## src/sv/terminated_request_deframer_top_assert.svh

```systemverilog
// Assertion macros shared by the deframer modules.
// Both expect clk_i and rst_ni in the enclosing module.
`ifndef TERMINATED_REQUEST_DEFRAMER_TOP_ASSERT_SVH
`define TERMINATED_REQUEST_DEFRAMER_TOP_ASSERT_SVH

// Same-cycle implication.
`define TRD_ASSERT_NOW(lbl, ante, cons) \
  lbl: assert property (@(posedge clk_i) disable iff (!rst_ni) (ante) |-> (cons)) \
    else $error("deframer assertion failed");

// Next-cycle implication.
`define TRD_ASSERT_NEXT(lbl, ante, cons) \
  lbl: assert property (@(posedge clk_i) disable iff (!rst_ni) (ante) |=> (cons)) \
    else $error("deframer assertion failed");

`endif

```

## src/sv/trd_pkg.sv

```systemverilog
package trd_pkg;

  localparam int unsigned ByteW  = 8;
  localparam int unsigned RunW   = 4;
  localparam int unsigned KindW  = 3;
  localparam int unsigned CfgIdxW = 1;

  localparam logic [ByteW-1:0] TermValueReset = 8'hFF;
  localparam logic [RunW-1:0]  TermRunReset   = 4'd2;
  localparam logic [ByteW-1:0] SepByte        = 8'h00;

  // Configuration register indexes.
  localparam logic [CfgIdxW-1:0] CFG_TERM_VALUE = 1'b0;
  localparam logic [CfgIdxW-1:0] CFG_TERM_RUN   = 1'b1;

  typedef enum logic [KindW-1:0] {
    KIND_OPCODE  = 3'd0,
    KIND_COUNT   = 3'd1,
    KIND_DATA    = 3'd2,
    KIND_SEP     = 3'd3,
    KIND_IGNORED = 3'd4
  } kind_e;

  typedef struct packed {
    kind_e            kind;
    logic [ByteW-1:0] value;
    logic [ByteW-1:0] pnum;
    logic             closed;
    logic             done;
    logic [ByteW-1:0] fop;
    logic [ByteW-1:0] delivered;
  } result_t;

endpackage

```

## src/sv/trd_cfg.sv

```systemverilog
module trd_cfg (
  input  logic                       clk_i,
  input  logic                       rst_ni,
  input  logic                       cfg_we_i,
  input  logic [trd_pkg::CfgIdxW-1:0] cfg_index_i,
  input  logic [trd_pkg::ByteW-1:0]  cfg_wdata_i,
  output logic [trd_pkg::ByteW-1:0]  term_value_o,
  output logic [trd_pkg::RunW-1:0]   term_run_o
);
  import trd_pkg::*;

  logic [ByteW-1:0] term_value_q;
  logic [RunW-1:0]  term_run_q;

  always_ff @(posedge clk_i or negedge rst_ni) begin
    if (!rst_ni) begin
      term_value_q <= TermValueReset;
      term_run_q   <= TermRunReset;
    end else if (cfg_we_i) begin
      unique case (cfg_index_i)
        CFG_TERM_VALUE: term_value_q <= cfg_wdata_i;
        CFG_TERM_RUN:   term_run_q   <= cfg_wdata_i[RunW-1:0];
        default:        term_run_q   <= term_run_q;
      endcase
    end
  end

  assign term_value_o = term_value_q;
  assign term_run_o   = term_run_q;

endmodule

```

## src/sv/trd_core.sv

```systemverilog
`include "terminated_request_deframer_top_assert.svh"

module trd_core (
  input  logic                      clk_i,
  input  logic                      rst_ni,
  input  logic                      step_i,
  input  logic [trd_pkg::ByteW-1:0] byte_i,
  input  logic [trd_pkg::ByteW-1:0] term_value_i,
  input  logic [trd_pkg::RunW-1:0]  term_run_i,
  output trd_pkg::result_t          result_o
);
  import trd_pkg::*;

  localparam logic [1:0] PHASE_OPCODE = 2'd0;
  localparam logic [1:0] PHASE_COUNT  = 2'd1;
  localparam logic [1:0] PHASE_PARAMS = 2'd2;
  localparam logic [RunW-1:0] RunMax  = {RunW{1'b1}};

  logic [RunW-1:0]  run_q, run_d;
  logic [1:0]       phase_q, phase_d;
  logic [ByteW-1:0] opcode_q, opcode_d;
  logic [ByteW-1:0] declared_q, declared_d;
  logic [ByteW-1:0] done_q, done_d;
  logic             open_q, open_d;
  result_t          res;

  always_comb begin
    run_d      = run_q;
    phase_d    = phase_q;
    opcode_d   = opcode_q;
    declared_d = declared_q;
    done_d     = done_q;
    open_d     = open_q;

    res           = '0;
    res.kind      = KIND_IGNORED;
    res.value     = byte_i;

    if (byte_i == term_value_i) begin
      if (run_q != RunMax) begin
        run_d = run_q + 1'b1;
      end
    end else begin
      run_d = '0;
    end

    // The unused phase code behaves as the parameter phase.
    priority if (phase_q == PHASE_OPCODE) begin
      res.kind = KIND_OPCODE;
      opcode_d = byte_i;
      phase_d  = PHASE_COUNT;
    end else if (phase_q == PHASE_COUNT) begin
      res.kind   = KIND_COUNT;
      declared_d = byte_i;
      phase_d    = PHASE_PARAMS;
    end else if (open_q) begin
      res.pnum = done_q;
      if (byte_i == SepByte) begin
        res.kind   = KIND_SEP;
        res.closed = 1'b1;
        open_d     = 1'b0;
        done_d     = done_q + 1'b1;
      end else begin
        res.kind = KIND_DATA;
      end
    end else if (done_q < declared_q) begin
      res.pnum = done_q;
      if (byte_i == SepByte) begin
        res.kind   = KIND_SEP;
        res.closed = 1'b1;
        done_d     = done_q + 1'b1;
      end else begin
        res.kind = KIND_DATA;
        open_d   = 1'b1;
      end
    end else begin
      res.kind = KIND_IGNORED;
    end

    if ((term_run_i != '0) && (run_d == term_run_i)) begin
      res.done = 1'b1;
      // A parameter still open is closed by the byte that ends the frame.
      if (open_d) begin
        res.closed = 1'b1;
        res.pnum   = done_d;
        done_d     = done_d + 1'b1;
      end
      res.fop       = opcode_d;
      res.delivered = done_d;
      run_d         = '0;
      phase_d       = PHASE_OPCODE;
      opcode_d      = '0;
      declared_d    = '0;
      done_d        = '0;
      open_d        = 1'b0;
    end
  end

  always_ff @(posedge clk_i or negedge rst_ni) begin
    if (!rst_ni) begin
      run_q      <= '0;
      phase_q    <= PHASE_OPCODE;
      opcode_q   <= '0;
      declared_q <= '0;
      done_q     <= '0;
      open_q     <= 1'b0;
    end else if (step_i) begin
      run_q      <= run_d;
      phase_q    <= phase_d;
      opcode_q   <= opcode_d;
      declared_q <= declared_d;
      done_q     <= done_d;
      open_q     <= open_d;
    end
  end

  assign result_o = res;

  `TRD_ASSERT_NOW(a_done_le_declared, 1'b1, done_q <= declared_q)
  `TRD_ASSERT_NOW(a_open_in_params, open_q,
                  (phase_q != PHASE_OPCODE) && (phase_q != PHASE_COUNT) && (done_q < declared_q))
  `TRD_ASSERT_NEXT(a_frame_end_clears, step_i && res.done,
                   (run_q == '0) && (phase_q == PHASE_OPCODE) && !open_q)

endmodule

```

## src/sv/terminated_request_deframer_top.sv

```systemverilog
// Request deframer: classifies a received byte stream, one byte per beat.
// Input channel: in_valid_i / in_ready_o with rx_byte_i. Output channel:
// out_valid_o / out_ready_i with one result per input byte (kind, value,
// parameter number, close and frame-end flags, opcode and parameter count).
// Configuration: cfg_we_i writes cfg_wdata_i to register cfg_index_i
// (0: terminator value, 1: terminator run length); write only while idle.
// A byte accepted into the input register is classified against the frame
// state as it moves to the result register, and its result is shown from then
// on. Throughput is one byte per cycle while the receiver does not stall; the
// frame state in trd_core is updated as each byte advances.
// A stalled receiver holds the result register; the input register still
// accepts one more beat, after which in_ready_o drops until the result moves.
// Reset clears both pipeline stages and the frame state, and loads the
// terminator value 0xFF and run length 2.
`include "terminated_request_deframer_top_assert.svh"

module terminated_request_deframer_top (
  input  logic                        clk_i,
  input  logic                        rst_ni,
  input  logic                        in_valid_i,
  output logic                        in_ready_o,
  input  logic [trd_pkg::ByteW-1:0]   rx_byte_i,
  output logic                        out_valid_o,
  input  logic                        out_ready_i,
  output logic [trd_pkg::KindW-1:0]   byte_kind_o,
  output logic [trd_pkg::ByteW-1:0]   byte_value_o,
  output logic [trd_pkg::ByteW-1:0]   param_number_o,
  output logic                        param_closed_o,
  output logic                        frame_done_o,
  output logic [trd_pkg::ByteW-1:0]   frame_opcode_o,
  output logic [trd_pkg::ByteW-1:0]   params_delivered_o,
  input  logic                        cfg_we_i,
  input  logic [trd_pkg::CfgIdxW-1:0] cfg_index_i,
  input  logic [trd_pkg::ByteW-1:0]   cfg_wdata_i
);
  import trd_pkg::*;

  logic             s1_valid_q;
  logic [ByteW-1:0] s1_byte_q;
  logic             out_valid_q;
  result_t          out_q;
  result_t          core_res;
  logic             s1_adv;
  logic             in_fire;
  logic [ByteW-1:0] term_value;
  logic [RunW-1:0]  term_run;

  assign s1_adv     = s1_valid_q && (!out_valid_q || out_ready_i);
  assign in_ready_o = !s1_valid_q || s1_adv;
  assign in_fire    = in_valid_i && in_ready_o;

  trd_cfg u_cfg (
    .clk_i        (clk_i),
    .rst_ni       (rst_ni),
    .cfg_we_i     (cfg_we_i),
    .cfg_index_i  (cfg_index_i),
    .cfg_wdata_i  (cfg_wdata_i),
    .term_value_o (term_value),
    .term_run_o   (term_run)
  );

  trd_core u_core (
    .clk_i        (clk_i),
    .rst_ni       (rst_ni),
    .step_i       (s1_adv),
    .byte_i       (s1_byte_q),
    .term_value_i (term_value),
    .term_run_i   (term_run),
    .result_o     (core_res)
  );

  always_ff @(posedge clk_i or negedge rst_ni) begin
    if (!rst_ni) begin
      s1_valid_q  <= 1'b0;
      out_valid_q <= 1'b0;
    end else begin
      if (in_fire) begin
        s1_valid_q <= 1'b1;
      end else if (s1_adv) begin
        s1_valid_q <= 1'b0;
      end
      if (s1_adv) begin
        out_valid_q <= 1'b1;
      end else if (out_ready_i) begin
        out_valid_q <= 1'b0;
      end
    end
  end

  always_ff @(posedge clk_i) begin
    if (in_fire) begin
      s1_byte_q <= rx_byte_i;
    end
    if (s1_adv) begin
      out_q <= core_res;
    end
  end

  assign out_valid_o        = out_valid_q;
  assign byte_kind_o        = out_q.kind;
  assign byte_value_o       = out_q.value;
  assign param_number_o     = out_q.pnum;
  assign param_closed_o     = out_q.closed;
  assign frame_done_o       = out_q.done;
  assign frame_opcode_o     = out_q.fop;
  assign params_delivered_o = out_q.delivered;

  `TRD_ASSERT_NOW(a_sep_closes, out_valid_q && (out_q.kind == KIND_SEP), out_q.closed)
  `TRD_ASSERT_NOW(a_no_param_kinds,
                  out_valid_q && ((out_q.kind == KIND_OPCODE) || (out_q.kind == KIND_COUNT) ||
                                  (out_q.kind == KIND_IGNORED)),
                  !out_q.closed && (out_q.pnum == '0))
  `TRD_ASSERT_NOW(a_summary_only_at_end, out_valid_q && !out_q.done,
                  (out_q.fop == '0) && (out_q.delivered == '0))

endmodule

```

## config.mk

```make
export PLATFORM = sky130hd
export DESIGN_NAME = terminated_request_deframer_top
export DESIGN_NICKNAME = d
export VERILOG_FILES = /design/src/sv/trd_pkg.sv /design/src/sv/trd_cfg.sv /design/src/sv/trd_core.sv /design/src/sv/terminated_request_deframer_top.sv
export VERILOG_INCLUDE_DIRS = /design/src /design/src/sv
export SDC_FILE = /design/constraint.sdc
export NUM_CORES = 1
export LEC_CHECK = 0
export ABC_AREA = 0
export BUFFER_PORTS_ARGS = -buffer_cell sky130_fd_sc_hd__clkbuf_2
export CORE_ASPECT_RATIO = 0.9
export CORE_UTILIZATION = 57
export CTS_CLUSTER_SIZE = 12
export DETAILED_ROUTE_END_ITERATION = 7
export PLACE_DENSITY = 0.89
export SLEW_MARGIN = 10
export SYNTH_ARGS = -nofsm -noshare
export SYNTH_HDL_FRONTEND = slang
export SYNTH_SLANG_ARGS = --single-unit
```

## constraint.sdc

```tcl
create_clock -name clk_i -period 3.4 [get_ports clk_i]
set_input_delay 0.17 -clock clk_i [delete_from_list [all_inputs] [get_ports clk_i]]
set_output_delay 0.17 -clock clk_i [all_outputs]
set_load 0.005 [all_outputs]
```

==> flow_summary_export.csv <==
group,metric,value,unit
clock_network,clk_pin_slew,0.10,ns
status,status,"finished, violations left",
pwr,ir_drop,0.3911,mV
sta,tightestPinTransition,1.026,ns
detailed_routing,dr.pass1.iters,5,
critical_path,cp.required,3.65,ns
floorplan,chipWidth,92.86,um
critical_path,worstPathMaxFanout,10,
synth,syn_nets,380,
synth,yosysSeqAreaShare,58.76,%
sta,post-route-period-util,89.31,%
cells_and_area,num-fill-cells,492,
clock_network,cts.repair.resized,0,
synth,synth-seq-cells,90,
sta,rsz0062_at_grt,"false",
synth,synth_top_family_by_area,"simple AND/OR/NAND/NOR gates",
clock_network,cts_tree,"built",
sta,setup_viol,0,
synth,synth_cell_type_count,56,
cells_and_area,antenna_cells,0,
sta,hold_ws,-0.01842,ns
detailed_routing,drtIter0Drc,299,
cells_and_area,areaGrowthSynthToFinish,16.43,%
global_routing,antenna_found_initial,0,
run,drv_cap,0,
sta,clock_skew,0.01072,ns
global_routing,grt_usage,24.92,%
clock_network,cts_setup_buffers,0,
floorplan,row_count,29,
critical_path,cp.arrival,3.29,ns
detailed_routing,ant_nets,0,
global_routing,gr-total-overflow,0,
global_routing,grt_max_degree,46,
critical_path,worstSetupPathType,"register to register",
synth,avgSynthCellArea,12.17,um^2
sta,max_slew_margin,31.61,%
synth,synthesis.area,4235,um^2
synth,synth_fa_ha_area_share,2.954,%
clock_network,h-tree-depth,3,
critical_path,critPathLaunch,"s1_byte_q[6]$_DFFE_PP_",
floorplan,chipHeight,83.78,um
cells_and_area,fin_nets,452,
synth,synth_compound_area_share,12.61,%
synth,ys.flop_type,"edfxtp_1",
floorplan,io_pins,61,
clock_network,clk_path_buf_depth,2,
placed_design,gp_congestion,0.8862,
global_routing,grt_first_pass_wirelength,14770,um
synth,yosys-top-cells-area,"edfxtp_1 32%, dfrtp_1 21%, dfstp_2 5.6%",
clock_network,clock_sinks,90,
cells_and_area,fin_cells,518,
detailed_routing,vias_per_cell,5.857,
critical_path,start_kind,"register",
sta,period_needed,3.037,ns
pwr,power_leakage,2.049,nW
placed_design,placed_cells,493,
clock_network,cts-root-buf,"clkbuf_8",
clock_network,worstSkewPairLatency,0.36,ns
floorplan,core-area,7112,um^2
pwr,power_density,604.0,nW/um^2
sta,final-max-slew-violation-count,0,
status,violations,"negative hold slack",
global_routing,grt_pass1_vias,3052,
clock_network,cts_buffers,9,
synth,synth_edf_count,45,
synth,muxShareOfSynthArea,3.929,%
detailed_routing,drc_errors,0,
sta,hold_violations,23,
floorplan,dieArea,7779,um^2
cells_and_area,drive_gt1_share,27.29,%
placed_design,postPlaceCellArea,4633,um^2
worst_hold_path,hold_path_class,"input port to asynchronous set/reset pin",
cells_and_area,post-route-util,69.34,%
critical_path,r2r-start,"s1_byte_q[6]$_DFFE_PP_",
detailed_routing,routedWlPerCell,17.35,um
synth,synth-simple-area-share,13.74,%
synth,syn_inst,348,
synth,synth.top_cells.by_count,"45 x edfxtp_1, 42 x nand2_1, 36 x dfrtp_1, 18 x xor2_1, 16 x a22o_1",
placed_design,dp_hpwl,6002,um
synth,synthArstFlopShare,50.00,%
floorplan,start_util,59.55,%
sta,fmax,329.3,MHz
synth,synth_top_area_cell,"edfxtp_1",
clock_network,ctsHoldBuffers,9,
critical_path,end_kind,"register",
cells_and_area,fin_area,4931,um^2
synth,yosysMostFrequentCell,"edfxtp_1",
synth,yosysWarnings,0,
synth,synthXorXnorAreaFrac,4.963,%
detailed_routing,totalWireLength,8985,um
synth,synth_top_area_share,31.91,%
placed_design,portBuffers,60,
sta,finalSetupTns,0,ns
detailed_routing,vias,3034,
-- sequential cells by signal, summed over array words and instances (netlist names), 8 cells and up --
name / count
u_core.declared_q: 8
u_core.opcode_q: 8
u_core.done_q: 8
params_delivered_o: 8
u_cfg.term_value_o: 8
byte_value_o: 8
param_number_o: 8
s1_byte_q: 8
frame_opcode_o: 8
-- cell type report --
cell class | count | area [um^2] | area share, %
Clock buffer | 9 | 123.9 | 2.512
Clock inverter | 7 | 83.83 | 1.700
Inverter | 10 | 42.54 | 0.8627
Multi-Input combinational cell | 231 | 1618 | 32.81
Sequential cell | 90 | 2489 | 50.47
Tap cell | 93 | 116.4 | 2.360
Timing Repair Buffer | 78 | 457.9 | 9.287
-- logic make-up after synthesis --
kind of cell,after synthesis
and+or+nand+nor,110
DFF,90
AOI/OAI and AO/OA,72
buffers and inverters,27
xor gates and xnor gates,24
muxes,15
adders and majority gates,10
-- cells in the final DEF (no fill, tap or decap), drive strengths merged, types with 4 or more instances in the layout --
cell,netlist,final
dlygate4sd3,0,9
a31oi,5,5
o21ai,7,7
o31ai,11,11
a22o,16,16
nand4,8,8
and2,6,6
ha,10,10
dfrtp,36,36
inv,8,12
nand3,7,7
mux2,13,13
nand2b,5,5
xor2,18,18
nor2b,9,9
xnor2,6,6
nor2,13,13
buf,6,10
o211ai,4,4
nand2,42,42
and3,6,6
edfxtp,45,45
nor4,4,4
a21oi,13,13
dfstp,9,9
clkbuf,11,68
-- worst max-delay path: stages, from the launching register on --
cell	delay, ns
edfxtp_1	0.52
xor2_1	0.22
nor4_2	0.40
o2111ai_1	0.26
xnor2_1	0.18
or4_1	0.63
buf_4	0.25
a21o_1	0.25
a22o_1	0.22
-- per-stage QoR --
| step | setup slack, ns | hold slack, ns | power [mW] |
|---|---|---|---|
| floorplan | 0.6255 | -0.1256 | 1.984 |
| global placement | 0.5062 | 0.3489 | 2.168 |
| detailed placement | 0.4172 | 0.3486 | 2.214 |
| CTS | 0.4033 | 0.03132 | 2.975 |
| global route | 0.1666 | 0.03937 | 3.119 |
| finish | 0.3633 | -0.01842 | 2.978 |
-- power breakdown --
group | switching, mW | leakage, nW | internal [mW]
clock network | 0.411 | 0.103 | 0.354
logic | 0.403 | 0.955 | 0.297
registers | 0.152 | 0.992 | 1.36
total | 0.965 | 2.05 | 2.01
-- worst paths after layout --
path | endpoint | slack (ns) | depth (start not counted)
setup / recovery | u_core.declared_q[2]$_DFFE_PN0P_ | 0.36 | 8
hold / removal | s1_valid_q$_DFFE_PN0P_ | -0.02 | 1
setup reg to reg | u_core.declared_q[2]$_DFFE_PN0P_ | 0.36 | 8
hold reg to reg | u_core.opcode_q[3]$_DFFE_PN0P_ | 0.51 | 1
max in group asynchronous | u_core.done_q[2]$_DFFE_PN0P_ | 2.79 | 1
min in group clk_i | u_cfg.term_value_o[4]$_DFFE_PN1P_ | 0.04 | 2
-- layer usage --
layer	share of wire [%]	GRT usage, %
met1	42	32.77
met2	52	41.11
met3	5.1	5.009
met4	1.2	8.951
met5	0	0
No activity file was read; power rests on OpenSTA's default activity.
